## src/sv/assert_macros.svh

```systemverilog
// Assertion macros shared by the search block.
`ifndef ASSERT_MACROS_SVH
`define ASSERT_MACROS_SVH

// A condition that must hold at every clock edge outside reset.
`define ASSERT_ALWAYS(label, clk, rst, cond, msg) \
  label: assert property (@(posedge clk) disable iff (rst) (cond)) else $error(msg);

// An implication checked in the same cycle.
`define ASSERT_IMPL(label, clk, rst, ante, cons, msg) \
  label: assert property (@(posedge clk) disable iff (rst) (ante) |-> (cons)) else $error(msg);

// An implication whose consequent is checked in the cycle after the antecedent.
`define ASSERT_NEXT(label, clk, rst, ante, cons, msg) \
  label: assert property (@(posedge clk) disable iff (rst) (ante) |=> (cons)) else $error(msg);

`endif

```

## src/sv/dfs_pkg.sv

```systemverilog
// Types, constants and helper functions of the depth-first search block.
`timescale 1ns / 1ps
package dfs_pkg;

  localparam int VERT_W           = 4;
  localparam int ROW_W            = 16;
  localparam int MAX_VERT         = 16;
  localparam int NUM_VERTICES_DEF = 16;

  localparam logic OP_LOAD = 1'b0;
  localparam logic OP_RUN  = 1'b1;

  typedef struct packed {
    logic              opcode;
    logic [VERT_W-1:0] row_index;
    logic [ROW_W-1:0]  row_bits;
    logic [VERT_W-1:0] start_vertex;
  } cmd_t;

  typedef struct packed {
    logic [VERT_W-1:0] vertex;
    logic              last;
  } res_t;

  typedef struct packed {
    logic              we;
    logic [VERT_W-1:0] waddr;
    logic [ROW_W-1:0]  wdata;
    logic [VERT_W-1:0] raddr;
  } adj_req_t;

  typedef struct packed {
    logic              we;
    logic [VERT_W-1:0] waddr;
    logic [VERT_W-1:0] wdata;
    logic [VERT_W-1:0] raddr;
  } stk_req_t;

  // Index of the lowest set bit; zero when no bit is set.
  function automatic logic [VERT_W-1:0] lowest_set(input logic [ROW_W-1:0] c);
    logic [VERT_W-1:0] r;
    r = '0;
    for (int i = ROW_W - 1; i >= 0; i--) begin
      if (c[i]) r = VERT_W'(i);
    end
    return r;
  endfunction

endpackage

```

## src/sv/dfs_ram.sv

```systemverilog
// Generic single-write, single-read synchronous RAM with registered read data.
`timescale 1ns / 1ps
module dfs_ram #(
  parameter int WIDTH = 16,
  parameter int DEPTH = 16
) (
  input  logic                     clk,
  input  logic                     we,
  input  logic [$clog2(DEPTH)-1:0] waddr,
  input  logic [WIDTH-1:0]         wdata,
  input  logic [$clog2(DEPTH)-1:0] raddr,
  output logic [WIDTH-1:0]         rdata
);

  logic [WIDTH-1:0] mem [DEPTH];

  always_ff @(posedge clk) begin
    if (we) mem[waddr] <= wdata;
    rdata <= mem[raddr];
  end

endmodule

```

## src/sv/dfs_core.sv

```systemverilog
// Search sequencer: visited set, stack pointer, pending result and control.
`timescale 1ns / 1ps
`include "assert_macros.svh"
module dfs_core import dfs_pkg::*; #(
  parameter int NV = NUM_VERTICES_DEF
) (
  input  logic             clk,
  input  logic             rst,
  input  logic             start,
  output logic             busy,
  input  cmd_t             cmd,
  output logic             valid,
  output res_t             result,
  output adj_req_t         adj_req,
  input  logic [ROW_W-1:0] adj_rdata,
  output stk_req_t         stk_req,
  input  logic [VERT_W-1:0] stk_rdata
);

  localparam int DW = $clog2(NV + 1);
  localparam logic [ROW_W-1:0] VMASK = ROW_W'((64'd1 << NV) - 64'd1);

  typedef enum logic [1:0] {S_IDLE, S_ADJ, S_EVAL, S_POP} state_t;

  state_t            state;
  logic [ROW_W-1:0]  visited;
  logic [DW-1:0]     depth;
  logic [VERT_W-1:0] top;
  logic [VERT_W-1:0] pend;

  logic              accept;
  logic              in_range_row;
  logic              in_range_start;
  logic [ROW_W-1:0]  cand;
  logic [VERT_W-1:0] nb;
  logic [DW-1:0]     depth_m2;

  assign busy           = (state != S_IDLE);
  assign accept         = start && !busy;
  assign in_range_row   = {1'b0, cmd.row_index} < (VERT_W + 1)'(NV);
  assign in_range_start = {1'b0, cmd.start_vertex} < (VERT_W + 1)'(NV);
  assign cand           = adj_rdata & VMASK & ~visited;
  assign nb             = lowest_set(cand);
  assign depth_m2       = depth - DW'(2);

  always_comb begin
    adj_req.we    = accept && (cmd.opcode == OP_LOAD) && in_range_row;
    adj_req.waddr = cmd.row_index;
    adj_req.wdata = cmd.row_bits;
    adj_req.raddr = (state == S_POP) ? stk_rdata : top;

    stk_req.we    = '0;
    stk_req.waddr = VERT_W'(depth);
    stk_req.wdata = nb;
    stk_req.raddr = VERT_W'(depth_m2);
    if (accept && (cmd.opcode == OP_RUN) && in_range_start) begin
      stk_req.we    = 1'b1;
      stk_req.waddr = '0;
      stk_req.wdata = cmd.start_vertex;
    end else if (state == S_EVAL && cand != '0) begin
      stk_req.we = 1'b1;
    end
  end

  always_ff @(posedge clk) begin
    if (rst) begin
      state   <= S_IDLE;
      visited <= '0;
      depth   <= '0;
      valid   <= 1'b0;
    end else begin
      valid <= 1'b0;
      case (state)
        S_IDLE: begin
          if (accept && cmd.opcode == OP_RUN) begin
            visited <= '0;
            depth   <= '0;
            if (in_range_start) begin
              visited <= ROW_W'(1) << cmd.start_vertex;
              depth   <= DW'(1);
              top     <= cmd.start_vertex;
              pend    <= cmd.start_vertex;
              state   <= S_ADJ;
            end
          end
        end
        S_ADJ: begin
          state <= S_EVAL;
        end
        S_EVAL: begin
          if (cand != '0) begin
            visited       <= visited | (ROW_W'(1) << nb);
            depth         <= depth + DW'(1);
            top           <= nb;
            pend          <= nb;
            valid         <= 1'b1;
            result.vertex <= pend;
            result.last   <= 1'b0;
            state         <= S_ADJ;
          end else begin
            depth <= depth - DW'(1);
            if (depth == DW'(1)) begin
              valid         <= 1'b1;
              result.vertex <= pend;
              result.last   <= 1'b1;
              state         <= S_IDLE;
            end else begin
              state <= S_POP;
            end
          end
        end
        S_POP: begin
          top   <= stk_rdata;
          state <= S_EVAL;
        end
        default: state <= S_IDLE;
      endcase
    end
  end

  `ASSERT_ALWAYS(a_depth_bound, clk, rst, depth <= DW'(NV), "stack deeper than vertex count")
  `ASSERT_IMPL(a_eval_nonempty, clk, rst, state == S_EVAL, depth != '0, "evaluation with empty stack")
  `ASSERT_IMPL(a_push_unvisited, clk, rst, state == S_EVAL && cand != '0, !visited[nb], "pushed a visited vertex")
  `ASSERT_IMPL(a_last_idle, clk, rst, valid && result.last, state == S_IDLE, "final beat while still searching")

endmodule

```

## src/sv/dfs_visit_order_adjacency_matrix.sv

```systemverilog
// Top level of the depth-first search block: adjacency and stack memories and the sequencer.
`timescale 1ns / 1ps
// Depth-first visit order over a graph of up to sixteen vertices. A command beat is
// taken when start is high and busy is low. A load beat (opcode zero) writes one row
// of the adjacency matrix and gives no result; a load to a row at or
// above the vertex count is dropped. A run beat (opcode one) clears the visited set
// and walks the graph from start_vertex, always following the lowest-numbered
// unvisited neighbour of the vertex on top of the stack. Each visited vertex appears
// on result for exactly one cycle with valid high, the start vertex first, and the
// final one carries last; the receiver cannot hold results back, so they must be
// taken as they come. A run from a vertex at or above the vertex count gives no
// result. Every row that a run can reach must have been loaded beforehand. A run
// takes, per vertex pushed, an adjacency memory read and then the neighbour choice,
// and per pop a stack memory read followed by the adjacency read, while the final
// pop reads no memory; the final beat appears in the same cycle in which busy
// falls. Each result beat is emitted when the next vertex is found, or when the
// stack empties for the final one, because last is only known then. The adjacency
// matrix and the stack hold no reset values; the visited set and stack depth live
// in registers.
module dfs_visit_order_adjacency_matrix import dfs_pkg::*; #(
  parameter int NUM_VERTICES = NUM_VERTICES_DEF
) (
  input  logic clk,
  input  logic rst,
  input  logic start,
  output logic busy,
  input  cmd_t cmd,
  output logic valid,
  output res_t result
);

  // Only sixteen vertices are addressable by the four-bit fields.
  localparam int NV = (NUM_VERTICES < MAX_VERT) ? NUM_VERTICES : MAX_VERT;
  localparam int AW = $clog2(NV);

  adj_req_t          adj_req;
  stk_req_t          stk_req;
  logic [ROW_W-1:0]  adj_rdata;
  logic [VERT_W-1:0] stk_rdata;

  dfs_core #(.NV(NV)) u_core (
    .clk       (clk),
    .rst       (rst),
    .start     (start),
    .busy      (busy),
    .cmd       (cmd),
    .valid     (valid),
    .result    (result),
    .adj_req   (adj_req),
    .adj_rdata (adj_rdata),
    .stk_req   (stk_req),
    .stk_rdata (stk_rdata)
  );

  // One row of ROW_W edge bits per vertex.
  dfs_ram #(.WIDTH(ROW_W), .DEPTH(NV)) u_adj_ram (
    .clk   (clk),
    .we    (adj_req.we),
    .waddr (adj_req.waddr[AW-1:0]),
    .wdata (adj_req.wdata),
    .raddr (adj_req.raddr[AW-1:0]),
    .rdata (adj_rdata)
  );

  // Path stack; every vertex is pushed at most once, so NV entries suffice.
  dfs_ram #(.WIDTH(VERT_W), .DEPTH(NV)) u_stk_ram (
    .clk   (clk),
    .we    (stk_req.we),
    .waddr (stk_req.waddr[AW-1:0]),
    .wdata (stk_req.wdata),
    .raddr (stk_req.raddr[AW-1:0]),
    .rdata (stk_rdata)
  );

endmodule
```

## config.mk

```make
export PLATFORM = sky130hd
export DESIGN_NAME = dfs_visit_order_adjacency_matrix
export DESIGN_NICKNAME = d
export VERILOG_FILES = /design/src/sv/dfs_pkg.sv /design/src/sv/dfs_ram.sv /design/src/sv/dfs_core.sv /design/src/sv/dfs_visit_order_adjacency_matrix.sv
export VERILOG_INCLUDE_DIRS = /design/src /design/src/sv
export SDC_FILE = /design/constraint.sdc
export NUM_CORES = 1
export LEC_CHECK = 0
export CAP_MARGIN = 5
export CORE_MARGIN = 3
export CORE_UTILIZATION = 55
export CTS_CLUSTER_DIAMETER = 80
export DETAILED_ROUTE_END_ITERATION = 8
export DONT_BUFFER_PORTS = 1
export GPL_TIMING_DRIVEN = 0
export HOLD_SLACK_MARGIN = 0.03
export PLACE_DENSITY = 0.73
export SYNTH_ARGS = -nofsm -noshare
export SYNTH_HDL_FRONTEND = slang
export SYNTH_SLANG_ARGS = --single-unit
```

## constraint.sdc

```tcl
create_clock -name clk -period 2.2 [get_ports clk]
set_input_delay 0.33 -clock clk [delete_from_list [all_inputs] [get_ports clk]]
set_output_delay 0.33 -clock clk [all_outputs]
set_load 0.1 [all_outputs]
```

* Word level (Yosys, flattened, before mapping)
Memories as Yosys holds them, arrays and structs flattened. A register that Yosys moved wholly into a read port is not among the register bits.
Cells that the tools add are included.
** Word-level totals
- Register bits :: 37
- Bits in writable memories :: 320
- Logic and storage cells :: 87
- Memories :: 2
** Memories
- u_adj_ram.mem :: depth 16, width 16, rd ports 1, clocked after Yosys merged registers in 1, wr ports 1, RTL line dfs_ram.sv:15 : logic [WIDTH-1:0] mem [DEPTH];
- u_stk_ram.mem :: depth 16, width 4, rd ports 1, clocked after Yosys merged registers in 1, wr ports 1, RTL line dfs_ram.sv:15
** Cells by class
- $add $sub $neg :: 3
- Equal/unequal tests :: 6
- Shifts and indexed selects :: 2
- Multiplexer cells :: 42
- Bitwise operators :: 6
- Reductions and logical operators :: 18
** Operators by type and width (number)
- 4-bit 2-to-1 mux :: 19
- 16-bit 2-to-1 mux :: 2
- 16-bit case mux with 2 select lines :: 1
- 1-bit by 4-bit left shift with 16-bit output, first input constant :: 2
- 5-bit 2-to-1 mux :: 4
- 16-bit bitwise AND :: 1
- 16-bit inverter :: 1
- 16-bit OR :: 1
- 16-bit nonzero test :: 1
- 4-bit case mux with 3 select lines :: 1
- 5-bit case mux with 2 select lines :: 1
- 1-bit 2-to-1 mux :: 8
- 8-bit 2-to-1 mux :: 1
- 4-bit case mux with 2 select lines :: 1
- 4-bit AND reduction :: 2
- 2-bit 2-to-1 mux :: 3
- 2-bit case mux with 3 select lines :: 1
- 3-bit AND reduction :: 2
- 2-bit nonzero test :: 3
- 5-bit by 1-bit adder with 5-bit output, second input constant :: 1
- 5-bit by 1-bit == test with 1-bit output, second input constant :: 1
- 5-bit by 1-bit subtractor with 5-bit output, second input constant :: 1
- 2-bit == test, second input constant :: 2
- 1-bit logical AND :: 4
- 10 further kinds :: 13

* Longest topological paths before layout
- Word-level depth :: 22
- Depth in mapped cells :: 9
- Gate-level depth less buffers :: 7

* By module
Synthesis repeated with hierarchy kept, for this count alone.
** Second synthesis, totals
- Cell total of the unflattened synthesis :: 911
- Area, all modules :: 15466.1 um^2
** By module, submodules not included
- dfs_ram at u_adj_ram :: times used 1, cells each 432, area an instance 10042.1 um^2
- dfs_core :: times used 1, cells each 349, area an instance 2757.6 um^2
- dfs_ram at u_stk_ram :: times used 1, cells each 130, area an instance 2666.3 um^2

* Worst setup path after synthesis
Ideal clock, no wire load.
- Path type :: register to register
- Start :: register u_core.state[1]
- End :: memory u_adj_ram.mem[0][0] (enable)
- Arrival time :: 2.029 ns
- Required time :: 1.791 ns
- Path slack :: -0.238 ns
- Cell stages (with the launch flop) :: 6
- Clock period less this slack :: 2.438 ns
- Cells stage by stage :: dfxtp_1 nor2_1 nand2_1 nor3_1 nand2b_1 nor3_1
** On the way
- Cells in the longest elaborated chain, start to end :: 6
** Ends and longest elaborated chain
- start, declared :: RTL line dfs_core.sv:25 : state_t state;
- start signal, assigned :: RTL line dfs_core.sv:67 : state <= S_IDLE;
- start signal, assigned :: RTL line dfs_core.sv:83 : state <= S_ADJ;
- start signal, assigned :: RTL line dfs_core.sv:88 : state <= S_EVAL;
- 2-bit nonzero test :: RTL line dfs_core.sv:38 : assign busy = (state != S_IDLE);
- 1-bit logical NOT :: RTL line dfs_core.sv:39 : assign accept = start && !busy;
- 1-bit logical AND :: RTL line dfs_core.sv:39
- 1-bit logical AND :: RTL line dfs_core.sv:47 : adj_req.we = accept && (cmd.opcode == OP_LOAD) && in_range_row;
- 1-bit 2-to-1 mux :: RTL line dfs_ram.sv:18 : if (we) mem[waddr] <= wdata;
- 1-bit 2-to-1 mux (not written as such) :: RTL line dfs_ram.sv:18
- end, declared :: RTL line dfs_ram.sv:15
Every way passes these cells.

* Worst setup path in the final report
- Start :: register u_core.visited[12]
- End :: memory u_stk_ram.mem[4][0] (netlist name) (enable)
** On the way
- Cells in the longest elaborated chain, start to end :: 8
** Ends and longest elaborated chain
- start, declared :: RTL line dfs_core.sv:26 : logic [ROW_W-1:0] visited;
- start signal, assigned :: RTL line dfs_core.sv:79 : visited <= ROW_W'(1) << cmd.start_vertex;
- start signal, assigned :: RTL line dfs_core.sv:92 : visited <= visited | (ROW_W'(1) << nb);
- 16-bit inverter :: RTL line dfs_core.sv:42 : assign cand = adj_rdata & VMASK & ~visited;
- 16-bit bitwise AND :: RTL line dfs_core.sv:42
- 16-bit nonzero test :: RTL line dfs_core.sv:60 : end else if (state == S_EVAL && cand != '0) begin
- 1-bit logical AND :: RTL line dfs_core.sv:60
- 1-bit 2-to-1 mux :: RTL line dfs_core.sv:60
- 1-bit 2-to-1 mux :: RTL line dfs_core.sv:56 : if (accept && (cmd.opcode == OP_RUN) && in_range_start) begin
- 1-bit 2-to-1 mux :: RTL line dfs_ram.sv:18
- 1-bit 2-to-1 mux (not written as such) :: RTL line dfs_ram.sv:18
- end, declared :: RTL line dfs_ram.sv:15
Every way passes these cells.

==> flow_metrics.py <==
metrics = {
    "floorplanning": {
        "core_um2": 27000,
        "design.die.area_um2": 29600,
        "die_y_um": 172,
        "rows": 60,
        "initial_utilization": 0.561,
        "ioPinCount": 35,
        "die_x_um": 172,
    },
    "place": {
        "port_buffers": 0,
        "gp_congestion": 0.831,
        "post-dp-hpwl_um": 22100,
        "place_area_um2": 15800,
    },
    "logic_synthesis": {
        "synth.distinct_cells": 61,
        "netlist.area_leader.share": 0.660,
        "seq_area_frac_synth": 0.718,
        "ys_ff_latch": 377,
        "avgSynthCellArea_um2": 14.8,
        "yosys.area.top_type": "edfxtp_1",
        "synthArstFlopShare": 0,
        "synth_ff_type": "edfxtp_1",
        "yosys-top-cells-area": "edfxtp_1 66%, mux4_2 7.7%, dfxtp_1 5.8%",
        "synth_cells": 1021,
        "synth_nets": 1055,
        "yosys_warnings": 0,
        "synth_edf_count": 333,
        "synthesis.area_um2": 15200,
    },
    "setup_path": {
        "critPathArrivalTime_ns": 2.42,
        "worstPathMaxFanout": 6,
        "r2r_setup_slack_ns": -0.01,
        "r2r_end": "u_stk_ram.mem[4][0]",
        "slowest_delay_ns": 0.59,
        "end_kind": "register",
        "crit_type": "register to register",
        "crit_slowest_cell": "or4_4",
        "r2r-start": "u_core.visited[12]",
        "worst_setup_path_start_kind": "register",
        "r2r_cells": 7,
        "required_ns": 2.40,
        "worstPathCellList": "nand2b_4 > o2111ai_4 > nand4bb_1 > buf_6 > clkinvlp_4 > or4_4 > nor3_4",
    },
    "routing": {
        "routedWlPerCell_um": 24.0,
        "drc": 0,
        "vias": 9241,
        "dr.pass1.iters": 8,
        "drt_iter0_drc": 1141,
        "viasPerCell": 6.21,
        "drt_wl_total_um": 35700,
        "antenna_left": 0,
    },
    "grt": {
        "antenna_found_initial": 0,
        "grt_usage": 0.239,
        "grt_overflow_total": 0,
        "grt_pass1_vias": 9105,
        "grt_pass1_wl_um": 53200,
        "grt_max_degree": 17,
    },
    "worst_hold_path": {
        "whs_endpoint": "u_core.visited[8]",
        "hold_depth": 3,
        "holdCritPathClass": "primary input to register",
        "min_from": "rst",
    },
    "power_and_ir_drop": {
        "switching_power_mw": 3.38,
        "pwr-share-seq": 0.519,
        "cellLeakagePower_nw": 5.98,
        "p_int_mw": 12.0,
        "pwr-share-comb": 0.071,
        "clockPowerShare": 0.411,
        "switching_share": 0.219,
        "p_per_area_nw_per_um2": 850,
        "peakVddDrop_mv": 0.705,
    },
    "clock_network": {
        "htree_levels": 2,
        "clk_pin_slew_ns": 0.06,
        "cts_tree": "built",
        "clock_sinks": 377,
        "cts_buffers": 39,
        "clk_path_buf_depth": 3,
        "insertion_delay_ns": 0.53,
        "cts-root-buf": "clkbuf_16",
    },
    "finish": {
        "syn2layout_area_growth_pct": 19.5,
        "nets": 1153,
        "layout-drive-gt1-share": 0.256,
        "finish.instance_area_um2": 18100,
        "diodes": 0,
    },
    "sta": {
        "drv_slew": 0,
        "rsz0062_at_grt": "true",
        "max_freq_mhz": 452,
        "timing.final.crit_period_ns": 2.21,
        "max_slew.worst_pin.slew_ns": 0.928,
        "skew_ns": 0.0187,
        "setup_viol": 4,
        "setup_ws_ns": -0.0142,
        "hold_viol": 0,
        "slew_headroom": 0.380,
        "fin_setup_tns_ns": -0.0561,
        "min_period_over_period": 1.01,
    },
    "job": {
        "cap_violations": 0,
    },
    "status": {
        "status": "finished, violations left",
        "violations": "negative setup slack",
    },
}
-- per-layer routing --
metal  global-route usage  wire [um]  up-vias
li1                     -          -     4109
met1                0.329      14000     4608
met2                0.385      17500      446
met3               0.0494       2980       78
met4               0.0840       1180        0
met5                    0          0        -
-- placed cells by master (no fill, tap or decap), types with 8 or more instances in the layout --
cell type	count
buf_8	9
mux4_2	52
o21ai_0	19
a21oi_1	30
a22oi_1	16
dfxtp_1	29
dfxtp_2	13
nand2b_1	8
inv_1	8
o21ai_2	10
o21ai_1	10
clkbuf_1	28
nand4_1	19
nor2_1	31
buf_6	11
nor2_2	11
buf_4	35
nand3_1	79
nor2_4	14
buf_12	9
edfxtp_1	333
nand2_1	151
dlygate4sd3_1	16
nor3_1	9
clkbuf_16	41
nor2b_4	8
-- worst max-delay path, delay by kind of cell (launching register included) --
kind / cells / cell delay (ns)
flip-flops: 1 / 0.34
buffers and inverters: 2 / 0.27
AO/OA/AOI/OAI: 1 / 0.10
AND/OR/NAND/NOR: 4 / 1.19
-- kinds of logic (layout without fill, tap and decap cells) --
kind of cell | Yosys count | after routing | synth area share
AND/OR/NAND/NOR | 384 | 384 | 0.121
multiplexers | 61 | 61 | 0.0839
adder cells (fa/ha/maj) | 6 | 6 | 0.00495
AO/OA/AOI/OAI | 127 | 127 | 0.0531
buffers and inverters | 64 | 190 | 0.0183
flip-flops | 377 | 377 | 0.718
XOR/XNOR | 2 | 2 | 0.00116
-- registers in the layout, summed over array words and instances (netlist names), 2 cells and up --
| register | flops |
|---|---|
| u_adj_ram.mem | 256 |
| u_adj_ram.rdata | 16 |
| u_core.depth | 5 |
| u_core.pend | 4 |
| u_core.result | 5 |
| u_core.state | 2 |
| u_core.top | 4 |
| u_core.visited | 16 |
| u_stk_ram.mem | 64 |
| u_stk_ram.rdata | 4 |
-- cell usage after synthesis (3+ instances only) --
| cell type | n |
|---|---|
| nand2_1 | 154 |
| o21ai_1 | 11 |
| ha_1 | 6 |
| inv_1 | 10 |
| nor2b_2 | 3 |
| a211oi_1 | 5 |
| o21ai_0 | 30 |
| dfxtp_1 | 44 |
| nor3_1 | 18 |
| a22oi_1 | 16 |
| nand3_1 | 81 |
| mux4_2 | 52 |
| buf_1 | 7 |
| o21a_1 | 3 |
| edfxtp_1 | 333 |
| mux2_2 | 5 |
| o31ai_1 | 3 |
| buf_2 | 15 |
| a31oi_1 | 3 |
| buf_4 | 5 |
| clkbuf_1 | 27 |
| nand3b_1 | 3 |
| nand2b_1 | 16 |
| nand4_1 | 19 |
| nor2b_1 | 13 |
| o211ai_1 | 6 |
| a21oi_1 | 32 |
| mux2i_1 | 3 |
| nor2_1 | 56 |
-- how the worst max path moves through the flow --
| stage | startpoint | end | slack [ns] | depth (start not counted) |
|---|---|---|---|---|
| floorplan | u_adj_ram.rdata[14] | u_stk_ram.mem[4][0] | -0.13 | 7 |
| global placement | u_core.state[0] | u_stk_ram.mem[3][3] | -1.04 | 5 |
| detailed placement | u_adj_ram.rdata[14] | u_stk_ram.mem[4][3] | -0.64 | 7 |
| CTS | u_core.state[1] | u_adj_ram.mem[7][14] | -0.24 | 5 |
| global route | u_core.visited[12] | u_stk_ram.mem[8][0] | -0.11 | 8 |
| finish | u_core.visited[12] | u_stk_ram.mem[4][0] | -0.01 | 7 |
-- power groups by stage --
stage	logic [mW]	clock network [mW]	registers, mW
6_report	1.09	6.32	7.98
5_1_grt	1.18	6.66	7.99
4_1_cts	1.02	6.38	7.98
3_5_place_dp	0.825	0	8.11
3_3_place_gp	0.795	0	8.11
2_1_floorplan	0.580	0	8.10
-- through the flow --
step	utilization	setup slack, ns	hold slack [ns]	power, mW	std cells
final	0.670	-0.0142	0.0678	15.4	1488
after detailed placement	0.585	-0.644	0.409	8.94	1373
after floorplan	-	-0.131	0.400	8.68	1021
after global routing	0.670	-0.115	0.0864	15.8	1488
after CTS	0.655	-0.240	0.0608	15.4	1467
after global placement	0.578	-1.04	0.403	8.91	1362
-- what timing repair did --
action,in CTS,in global routing
setup buffers,10,24
resized for setup,118,52
hold endpoints to repair,256,0
pin swaps,7,20
hold buffers,16,0
endpoints found under the setup margin,307,397
-- layout make-up --
| class | count | area [um^2] |
|---|---|---|
| inverters | 10 | 41.3 |
| multi-input cells | 580 | 4510 |
| flip-flops and latches | 377 | 10900 |
| clock buffers | 55 | 1090 |
| plain buffers | 50 | 328 |
| fillers | 1806 | 8920 |
| repair buffers | 61 | 678 |
| well taps | 341 | 427 |
| clock inverters | 14 | 133 |
No activity file was read; power rests on OpenSTA's default activity.
